## config.mk

```make
export PLATFORM = sky130hd
export DESIGN_NAME = erf_hash_mem
export DESIGN_NICKNAME = d
export VERILOG_FILES = /design/src/rtl/erf_pkg.sv /design/src/rtl/erf_hash_mem.sv
export SDC_FILE = /design/constraint.sdc
export NUM_CORES = 2
export LEC_CHECK = 0
export ABC_AREA = 0
export BUFFER_PORTS_ARGS = -buffer_cell sky130_fd_sc_hd__buf_2
export CORE_MARGIN = 3
export CORE_UTILIZATION = 30
export DETAILED_ROUTE_END_ITERATION = 8
export PLACE_DENSITY_LB_ADDON = 0.15
export SLEW_MARGIN = 10
export SYNTH_ARGS = -nofsm -noshare
export SYNTH_HDL_FRONTEND = slang
export SYNTH_SLANG_ARGS = --single-unit
```

## constraint.sdc

```tcl
create_clock -name clk -period 2.2 [get_ports clk]
set_clock_uncertainty 0.15 [all_clocks]
set_input_delay 0.22 -clock clk [delete_from_list [all_inputs] [get_ports clk]]
set_output_delay 0.22 -clock clk [all_outputs]
set_load 0.02 [all_outputs]
```

## src/rtl/erf_pkg.sv

```systemverilog
// Shared types, codes and constants of the receive address filter.
`default_nettype none

package erf_pkg;

    localparam int ADDRESS_ENTRIES_DEF = 16;
    localparam int HASH_BITS_DEF       = 12;

    localparam int MAC_W         = 48;
    localparam int ENTRY_INDEX_W = 4;
    localparam int TABLE_INDEX_W = 7;
    localparam int HASH_WORD_W   = 32;
    localparam int HASH_BIT_W    = 5;
    localparam int CFG_INDEX_W   = 2;
    localparam int CFG_DATA_W    = 2;

    localparam logic [MAC_W-1:0] STATION_ADDRESS = 48'h0100_004D_4402;

    // Right shift of the address pair per hash offset mode.
    localparam logic [2:0] HASH_SHIFT [4] = '{3'd4, 3'd3, 3'd2, 3'd0};

    typedef enum logic [1:0] {
        OP_CHECK       = 2'd0,
        OP_WRITE_ENTRY = 2'd1,
        OP_WRITE_HASH  = 2'd2
    } op_t;

    typedef enum logic [CFG_INDEX_W-1:0] {
        CFG_PROMISCUOUS   = 2'd0,
        CFG_MC_PROMISC    = 2'd1,
        CFG_BCAST_ACCEPT  = 2'd2,
        CFG_HASH_MODE     = 2'd3
    } cfg_reg_t;

    typedef struct packed {
        logic             valid;
        logic [MAC_W-1:0] addr;
    } addr_entry_t;

    localparam addr_entry_t STATION_ENTRY = '{valid: 1'b1, addr: STATION_ADDRESS};

    // Decision terms gathered when a check transaction is taken.
    typedef struct packed {
        logic promisc;
        logic group;
        logic bcast_hit;
        logic mc_promisc;
        logic unicast_hit;
    } check_flags_t;

endpackage

`default_nettype wire

```

## src/rtl/erf_hash_mem.sv

```systemverilog
// Multicast hash table: synchronous word memory with per-word valid bits.
`default_nettype none

module erf_hash_mem
    import erf_pkg::*;
#(
    parameter int WORDS  = 128,
    parameter int WORD_W = 7
)
(
    input  wire logic                   clk,
    input  wire logic                   rst_n,
    input  wire logic                   rd_en,
    input  wire logic [WORD_W-1:0]      rd_word,
    input  wire logic                   wr_en,
    input  wire logic [WORD_W-1:0]      wr_word,
    input  wire logic [HASH_WORD_W-1:0] wr_data,
    output logic      [HASH_WORD_W-1:0] rd_data,
    output logic                        rd_valid
);

    logic [HASH_WORD_W-1:0] mem [WORDS];
    logic [HASH_WORD_W-1:0] rd_data_reg;
    logic [WORDS-1:0]       word_valid_reg;
    logic                   rd_valid_reg;

    always_ff @(posedge clk)
    begin
        if (wr_en)
        begin
            mem[wr_word] <= wr_data;
        end
        if (rd_en)
        begin
            rd_data_reg <= mem[rd_word];
        end
    end

    // Words never written read back with rd_valid low.
    always_ff @(posedge clk or negedge rst_n)
    begin
        if (!rst_n)
        begin
            word_valid_reg <= '0;
            rd_valid_reg   <= 1'b0;
        end
        else
        begin
            if (wr_en)
            begin
                word_valid_reg[wr_word] <= 1'b1;
            end
            if (rd_en)
            begin
                rd_valid_reg <= word_valid_reg[rd_word];
            end
        end
    end

    assign rd_data  = rd_data_reg;
    assign rd_valid = rd_valid_reg;

endmodule

`default_nettype wire

```

==> impl_metrics.py <==
metrics = {
    "synthesis": {
        "netlist_top_cells_count": "edfxtp_1 (4128), mux4_2 (1306), buf_2 (143)",
        "netlist_instances": 6435,
        "synth_top_area_frac": 0.769,
        "synth_seq_cells": 4257,
        "async_flop_share": 0.0303,
        "ys.flop_type": "edfxtp_1",
        "ys_types": 39,
        "syn_nets": 6485,
        "ys_warn_count": 0,
        "syn-cell-area_sq_um": 161000,
        "netlist_top_cells_area": "edfxtp_1 (77%), mux4_2 (18%), dfrtp_1 (2.0%)",
        "synth.avg_cell_area_sq_um": 25.0,
        "seq_area_frac_synth": 0.789,
        "synth_most_common_cell": "edfxtp_1",
        "yosysTopAreaCell": "edfxtp_1",
        "synth-edff-count": 4128,
    },
    "global_route": {
        "grt_max_degree": 129,
        "grt_overflow": 0,
        "grt_antenna_before_repair": 55,
        "grt_use_total": 0.185,
        "grt_pass1_vias": 80000,
        "grt_pass1_wl_mm": 702,
    },
    "layout": {
        "area_delta_synth_final_pct": 24.2,
        "largest_reg_flops": 4096,
        "utilization": 0.375,
        "finalNetCount": 7723,
        "drive_gt1_frac": 0.419,
    },
    "sta": {
        "worst_slack_ns": -0.411,
        "setup_viol": 128,
        "finalCritPeriodShare": 1.19,
        "clock.fmax_mhz": 383,
        "tightest_slew_ns": 0.923,
        "final_max_slew_viol_count": 0,
        "rsz0062_at_grt": "yes",
        "period_needed_ns": 2.61,
        "worst_slew_margin_rel": 0.385,
        "hold_violations": 0,
    },
    "status": {
        "violations": "negative setup slack",
        "outcome": "complete, but fails checks",
    },
    "min_path": {
        "holdPathEnd": "mem[97][16]",
        "min_from": "wr_data[16]",
        "hold_path_depth": 2,
        "hold_class": "in -> reg",
    },
    "route": {
        "wl_per_cell_microns": 33.8,
        "routed_via_density": 5.05,
        "drtIter0Drc": 8878,
        "antenna_left": 0,
        "wl_met2_mm": 248,
        "wl_mm": 516,
        "drcViolationCount": 0,
        "met1Wirelength_mm": 228,
        "vias": 77100,
        "top_layer": "met5",
        "wl_met3_mm": 30.4,
        "dr.pass1.iters": 8,
    },
    "critical_path": {
        "crit_required_ns": 2.76,
        "cp-start-kind": "flop",
        "crit_arrival_ns": 3.17,
        "crit_path_max_fanout": 1,
        "crit_type": "reg -> reg",
        "crit_path_end_kind": "flop",
        "reg2reg_depth": 4,
        "r2r-start": "mem[58][13]",
        "reg2reg_slack_ns": -0.41,
        "r2r_end": "rd_data[13]",
    },
    "cts": {
        "clk_latency_ns": 1.03,
        "htreeDepth": 5,
        "cts_tree": "built",
        "clk_pin_slew_worst_paths_ns": 0.06,
        "ctsRootBufferMaster": "clkbuf_16",
        "cts_made_buffers": 459,
        "cts_sinks": 4257,
        "cts_max_path_buffers": 4,
    },
    "floorplanning": {
        "dieArea_sq_um": 546000,
        "fp-row-count": 268,
        "die_y_microns": 739,
        "start_util": 0.302,
        "core_sq_um": 534000,
        "io_pins": 83,
        "fp.dieW_microns": 739,
    },
    "power_and_ir_drop": {
        "powerDensity_nw_per_um2": 883,
        "power.leakage_nw": 63.2,
        "ir_worst_vdd_mv": 0.711,
    },
    "flow_run": {
        "cap_violations": 0,
    },
    "placement": {
        "pre_cts_slack_ns": -1.62,
        "hpwlAfterDp_mm": 323,
        "port-buffer-count": 82,
        "gp_congestion": 0.779,
    },
}
==> timing repair <==
action,in CTS,in global routing
pin swaps,44,33
hold buffers,65,0
buffers inserted,1,9
cloned,0,6
endpoints found under the setup margin,62,342
endpoints found under the hold margin,5593,0
resized for setup,235,38
==> how the worst max path moves through the flow <==
stage / startpoint / endpoint / cells past startpoint
after global placement: rd_word[0] / rd_data[13] / 7
after global routing: mem[43][13] / rd_data[13] / 4
final: mem[58][13] / rd_data[13] / 4
after detailed placement: rd_word[0] / rd_data[10] / 8
after floorplan: wr_word[3] / mem[15][0] / 3
after CTS: mem[58][13] / rd_data[13] / 4
==> area by class of cell <==
cell class / count / area (sq um)
Antenna cell: 25 / 62.6
Clock buffer: 591 / 12100
Clock inverter: 267 / 2550
Fill cell: 48100 / 334000
Inverter: 8 / 37.5
Multi-Input combinational cell: 1834 / 34500
Sequential cell: 4257 / 127000
Tap cell: 7155 / 8950
Timing Repair Buffer: 1113 / 14700
==> critical path, cell delays in order (launching register included) <==
cell and delay [ns]:
edfxtp_1 0.38, mux4_2 0.49, mux4_2 0.61, o22ai_4 0.55
nor4_4 0.09
==> layer usage <==
layer	vias to the layer above	global-route usage
met4	8	0.0346
met3	528	0.0261
met5	-	0
met1	43500	0.268
met2	2377	0.302
li1	30700	-
==> per-stage QoR <==
| step | TNS, ns | cell area, sq um | instances | power, mW | hold slack [ns] |
|---|---|---|---|---|---|
| global route | -10.69 | 200000 | 15200 | 182 | 0.0567 |
| detailed placement | -39.40 | 183000 | 14300 | 102 | 0.131 |
| CTS | -13.06 | 200000 | 15200 | 179 | 0.0211 |
| finish | -8.90 | 200000 | 15300 | 177 | 0.112 |
| global placement | -41.23 | 183000 | 14300 | 102 | 0.124 |
| floorplan | -1046.50 | 162000 | 6435 | 96.1 | -0.226 |
==> logic make-up after synthesis <==
kind of cell,Yosys count,synth area share
flip-flops,4257,0.789
AND/OR/NAND/NOR,361,0.0116
AO/OA/AOI/OAI,147,0.00585
buffers and inverters,344,0.00938
multiplexers,1326,0.184
==> layout by cell type, fill, tap and decap left out, types with 21 or more instances in the layout <==
master and n:
clkinv_2 88, o22ai_2 41, bufinv_16 39, o22ai_4 38
clkinv_1 104, nor2_4 128, clkbuf_16 470, dlygate4sd3_1 64
mux4_2 1306, edfxtp_1 4128, dfrtp_1 129, buf_12 461
nor4_2 21, buf_4 492, buf_6 64, diode_2 25
or2_2 128, o22ai_1 49, clkbuf_1 121
==> report_power, final <==
group          internal [mW]  leakage [nW]  switching [mW]
Sequential              89.6          38.8           0.499
Combinational           4.62          17.2            6.24
Clock                   43.5          7.16            32.2
(Power assumes the default switching activity.)
