## config.mk

```make
export PLATFORM = sky130hd
export DESIGN_NAME = erf_addr_table
export DESIGN_NICKNAME = d
export VERILOG_FILES = /design/src/rtl/erf_pkg.sv /design/src/rtl/erf_addr_table.sv
export SDC_FILE = /design/constraint.sdc
export NUM_CORES = 2
export LEC_CHECK = 0
export BUFFER_PORTS_ARGS = -buffer_cell sky130_fd_sc_hd__clkbuf_2
export CORE_MARGIN = 2
export CORE_UTILIZATION = 30
export DETAILED_ROUTE_END_ITERATION = 7
export GPL_TIMING_DRIVEN = 0
export PLACE_DENSITY_LB_ADDON = 0.15
export SLEW_MARGIN = 15
export SYNTH_ARGS = -nofsm -noshare
export SYNTH_HDL_FRONTEND = slang
export SYNTH_SLANG_ARGS = --single-unit
export TNS_END_PERCENT = 10
```

## constraint.sdc

```tcl
create_clock -name clk -period 1.68 [get_ports clk]
set_input_delay 0.084 -clock clk [delete_from_list [all_inputs] [get_ports clk]]
set_output_delay 0.084 -clock clk [all_outputs]
set_load 0.05 [all_outputs]
```

## src/rtl/erf_pkg.sv

```systemverilog
// Shared types, codes and constants of the receive address filter.
`default_nettype none

package erf_pkg;

    localparam int ADDRESS_ENTRIES_DEF = 16;
    localparam int HASH_BITS_DEF       = 12;

    localparam int MAC_W         = 48;
    localparam int ENTRY_INDEX_W = 4;
    localparam int TABLE_INDEX_W = 7;
    localparam int HASH_WORD_W   = 32;
    localparam int HASH_BIT_W    = 5;
    localparam int CFG_INDEX_W   = 2;
    localparam int CFG_DATA_W    = 2;

    localparam logic [MAC_W-1:0] STATION_ADDRESS = 48'h0100_004D_4402;

    // Right shift of the address pair per hash offset mode.
    localparam logic [2:0] HASH_SHIFT [4] = '{3'd4, 3'd3, 3'd2, 3'd0};

    typedef enum logic [1:0] {
        OP_CHECK       = 2'd0,
        OP_WRITE_ENTRY = 2'd1,
        OP_WRITE_HASH  = 2'd2
    } op_t;

    typedef enum logic [CFG_INDEX_W-1:0] {
        CFG_PROMISCUOUS   = 2'd0,
        CFG_MC_PROMISC    = 2'd1,
        CFG_BCAST_ACCEPT  = 2'd2,
        CFG_HASH_MODE     = 2'd3
    } cfg_reg_t;

    typedef struct packed {
        logic             valid;
        logic [MAC_W-1:0] addr;
    } addr_entry_t;

    localparam addr_entry_t STATION_ENTRY = '{valid: 1'b1, addr: STATION_ADDRESS};

    // Decision terms gathered when a check transaction is taken.
    typedef struct packed {
        logic promisc;
        logic group;
        logic bcast_hit;
        logic mc_promisc;
        logic unicast_hit;
    } check_flags_t;

endpackage

`default_nettype wire

```

## src/rtl/erf_addr_table.sv

```systemverilog
// Individual address table: entry registers with a parallel match.
`default_nettype none

module erf_addr_table
    import erf_pkg::*;
#(
    parameter int ENTRIES = 16
)
(
    input  wire logic                     clk,
    input  wire logic                     rst_n,
    input  wire logic                     wr_en,
    input  wire logic [ENTRY_INDEX_W-1:0] wr_index,
    input  wire logic [MAC_W-1:0]         wr_address,
    input  wire logic                     wr_valid,
    input  wire logic [MAC_W-1:0]         lookup,
    output logic                          hit
);

    addr_entry_t      entry_reg [ENTRIES];
    logic [ENTRIES-1:0] match;

    // Indexes at or above the table depth match no entry and are dropped.
    always_ff @(posedge clk or negedge rst_n)
    begin
        if (!rst_n)
        begin
            for (int i = 0; i < ENTRIES; i++)
            begin
                entry_reg[i] <= (i == 0) ? STATION_ENTRY : '0;
            end
        end
        else
        begin
            for (int i = 0; i < ENTRIES; i++)
            begin
                if (wr_en && (wr_index == ENTRY_INDEX_W'(i)))
                begin
                    entry_reg[i] <= '{valid: wr_valid, addr: wr_address};
                end
            end
        end
    end

    always_comb
    begin
        for (int i = 0; i < ENTRIES; i++)
        begin
            match[i] = entry_reg[i].valid && (entry_reg[i].addr == lookup);
        end
    end

    assign hit = |match;

endmodule

`default_nettype wire

```

==> metrics.csv <==
stage,metric,value,unit
synth,Synth top area share,50.9,%
timing,fin worst setup slack,-1.88,ns
pwr,cell area power density,1370,nW/um^2
pwr,Flop pwr share,43.3,%
final_layout,most frequent cells in the layout,"dfrtp_1, mux2_2, xor2_1",
pwr,Clock Power Share,33.1,%
global_routing,antenna violations before repair,23,
floorplan,Initial Util,30.3,%
final_layout,Largest register FFs,784,
drt,# DRC,0,
timing,final setup fails,8,
worst_setup_path,Slowest cell on crit path,nor4_1,
synth,"Seq/Total Area, Yosys",51.5,%
worst_setup_path,CP arrival,3.48,ns
pwr,P_leak,18.9,nW
drt,ANT nets after route,0,
clocking,# H-tree levels,3,
global_routing,global-route wire length before repair,228000,um
place,post-DP HPWL,129000,um
synth,mapped cell area,38100,um^2
worst_setup_path,kind of critical path,primary input to output port,
drt,drt first pass iters,7,
place,GP Congestion,0.949,
final_layout,"most common cell after layout, fill and taps aside",dfrtp_1,
synth,synthesis-stage register bit count,784,
pwr,Sw Pwr,19.9,mW
drt,DR iter-0 viols,2708,
floorplan,Die Span X,360,um
place,dpl cells,4638,
pwr,Peak VDD IR,742,uV
final_layout,Finished Layout Cells,4856,
clocking,clock root buffer,clkbuf_16,
timing,max frequency,281,MHz
job,Max-cap violations,0,
hold_path,Hold Path Class,primary input to asynchronous set/reset pin,
drt,Vias,25400,
worst_setup_path,Critical Path RT,1.60,ns
synth,synth top area cells,"dfrtp_1, mux2_2, xor2_1",
synth,Cells after Synth,2923,
final_layout,layout cells sized above 1,36.9,%
pwr,Internal,41.4,mW
global_routing,largest net degree at the start of global routing,96,
final_layout,Layout area overhead,17.4,%
run_status,failing checks,setup timing,
final_layout,Fillers,12300,
synth,post-synthesis cell type count,41,
worst_setup_path,WP buf/inv,3,
floorplan,Die ar.,130000,um^2
drt,post-DR wirelength/cell,35.0,um
global_routing,GRT Util Overall,25.9,%
worst_setup_path,critical path endpoint category,output port,
synth,"EDFF count, synth",0,
global_routing,vias in the first global route,25500,
pwr,Sw Ratio,32.4,%
clocking,clk_lat worst skew,0.67,ns
floorplan,CORE AREA,126000,um^2
pwr,total design power,61.3,mW
worst_setup_path,Worst setup SP type,primary input,
floorplan,site row count,130,
place,Port Buf Inserts,56,
clocking,setup bufs post-CTS,0,
timing,period utilization,212,%
worst_setup_path,crit-path max cell delay,0.83,ns
clocking,clock sink count,784,
worst_setup_path,CP Max Fanout,10,
timing,final hold vios,0,
synth,biggest area consumer among synthesized cells,dfrtp_1,
clocking,clock tree buffer depth,3,
synth,"Primary FF master, synth",dfrtp_1,
synth,post-synth net total,3027,
drt,final WL,170000,um
floorplan,die height,360,um
timing,Pins Over Slew Limit,0,
final_layout,Layout Nets,3234,
synth,ys async rst share,100,%
drt,mean number of vias per cell,5.23,
timing,measured slew at the worst slew-check pin,1.27,ns
timing,Relative slew margins,15.4,%
synth,Ys Warns,0,
clocking,CTS tree,done,
timing,RSZ-0062 raised after global routing,true,
worst_setup_path,crit path cell chain,buf_2 > buf_2 > xor2_1 > nor4_1 > nand4_1 > nor4_1 > nor4_2 > nand4_1 > buf_8,
timing,skew final,0,ns
pwr,Comb pwr share,23.7,%
timing,fin crit period,3.56,ns
synth,syn_area_per_cell,13.0,um^2
clocking,"CTS clk-pin slew, worst paths",0.06,ns
global_routing,total grt overflow,0,
worst_setup_path,cell family with most CP delay,simple AND/OR/NAND/NOR gates,
floorplan,Top Ports,105,
run_status,status,finished with violations,
clocking,CTS buffer count,90,
routing by layer:
metal	track usage (%)	part of all wire, %	vias to the layer above	routed length, um
met5	0	0.029	-	49
met4	7.33	2.8	8	4710
met3	5.84	7.8	193	13300
met2	38.5	43	1011	73500
met1	37.5	46	13600	78600
li1	-	-	10500	-
through the flow:
step	instance area, um^2	TNS, ns	hold slack, ns	worst slack (ns)	util, %
finish	44800	-1.99	0.0449	-1.88	35.6
global route	44800	-1.78	0.109	-1.78	35.6
CTS	44700	-1.76	0.0388	-1.76	35.5
detailed placement	40800	-216.62	0.198	-2.42	32.4
global placement	40500	-	0.465	-18.85	32.2
floorplan	38200	-0.135	-0.212	-0.135	-
final cells by class:
| cell class | count | area (um^2) | area share (%) |
|---|---|---|---|
| timing repair buffer | 115 | 1050 | 2.34 |
| clock inverter | 18 | 196 | 0.439 |
| multi-input combinational | 1863 | 17700 | 39.6 |
| tap | 1650 | 2060 | 4.61 |
| inverter | 46 | 175 | 0.391 |
| antenna | 4 | 10.0 | 0.0224 |
| clock buffer | 146 | 2760 | 6.16 |
| sequential | 784 | 19600 | 43.9 |
| buffer | 230 | 1130 | 2.53 |
cells by family after synthesis:
group | after synthesis | share of synthesized area (%)
xor gates and xnor gates | 713 | 16.4
buffers and inverters | 276 | 3.29
AOI/OAI and AO/OA | 79 | 1.46
DFF | 784 | 51.5
muxes | 768 | 22.7
and+or+nand+nor | 303 | 4.70
what timing repair did:
action                                 in CTS  in global routing
endpoints found under the hold margin     369                  0
gates cloned                                0                  0
setup endpoints to repair                   2                 59
resized for setup                          66                 14
pin swaps                                   9                  1
hold buffers                               50                  0
power by group through the flow:
stage	sequential (mW)	clock [mW]	combinational, mW
after floorplan	25.9	0	8.29
final	26.5	20.2	14.5
after global routing	27.0	21.3	15.2
after CTS	26.4	20.5	14.2
after detailed placement	26.7	0	13.7
after global placement	26.5	0	13.5
synthesized netlist by cell type (2+ instances only):
master / number
a221oi_1: 11
nor4_1: 135
a211oi_1: 2
mux2_2: 761
o22ai_1: 17
xor2_1: 473
nand2b_1: 7
o21ai_0: 22
nand3_1: 22
a21oi_1: 4
buf_2: 135
mux2_1: 7
buf_4: 11
a22o_1: 2
or4_1: 2
nand3b_1: 3
o2111ai_1: 4
dfstp_2: 9
xnor2_1: 240
buf_1: 15
nand2_1: 19
or3_1: 3
nor2_1: 11
o2bb2ai_1: 7
and3_1: 2
dfrtp_1: 775
a222oi_1: 5
clkbuf_1: 68
nand4_1: 83
nor3_1: 14
inv_1: 44
path summary, 6_finish.rpt:
| check | cells after the start | slack, ns | end | from |
|---|---|---|---|---|
| min | 2 | 0.04 | entry_reg[59] | rst_n |
| min reg2reg | 1 | 0.51 | entry_reg[48] | entry_reg[48] |
| min in group clk | 4 | 0.26 | entry_reg[196] | wr_index[0] |
| max reg2reg | 1 | 0.77 | entry_reg[474] | entry_reg[474] |
| max in group asynchronous | 4 | 0.21 | entry_reg[783] | rst_n |
| max | 9 | -1.88 | hit | lookup[2] |
Power figures use the tool's default switching activity.
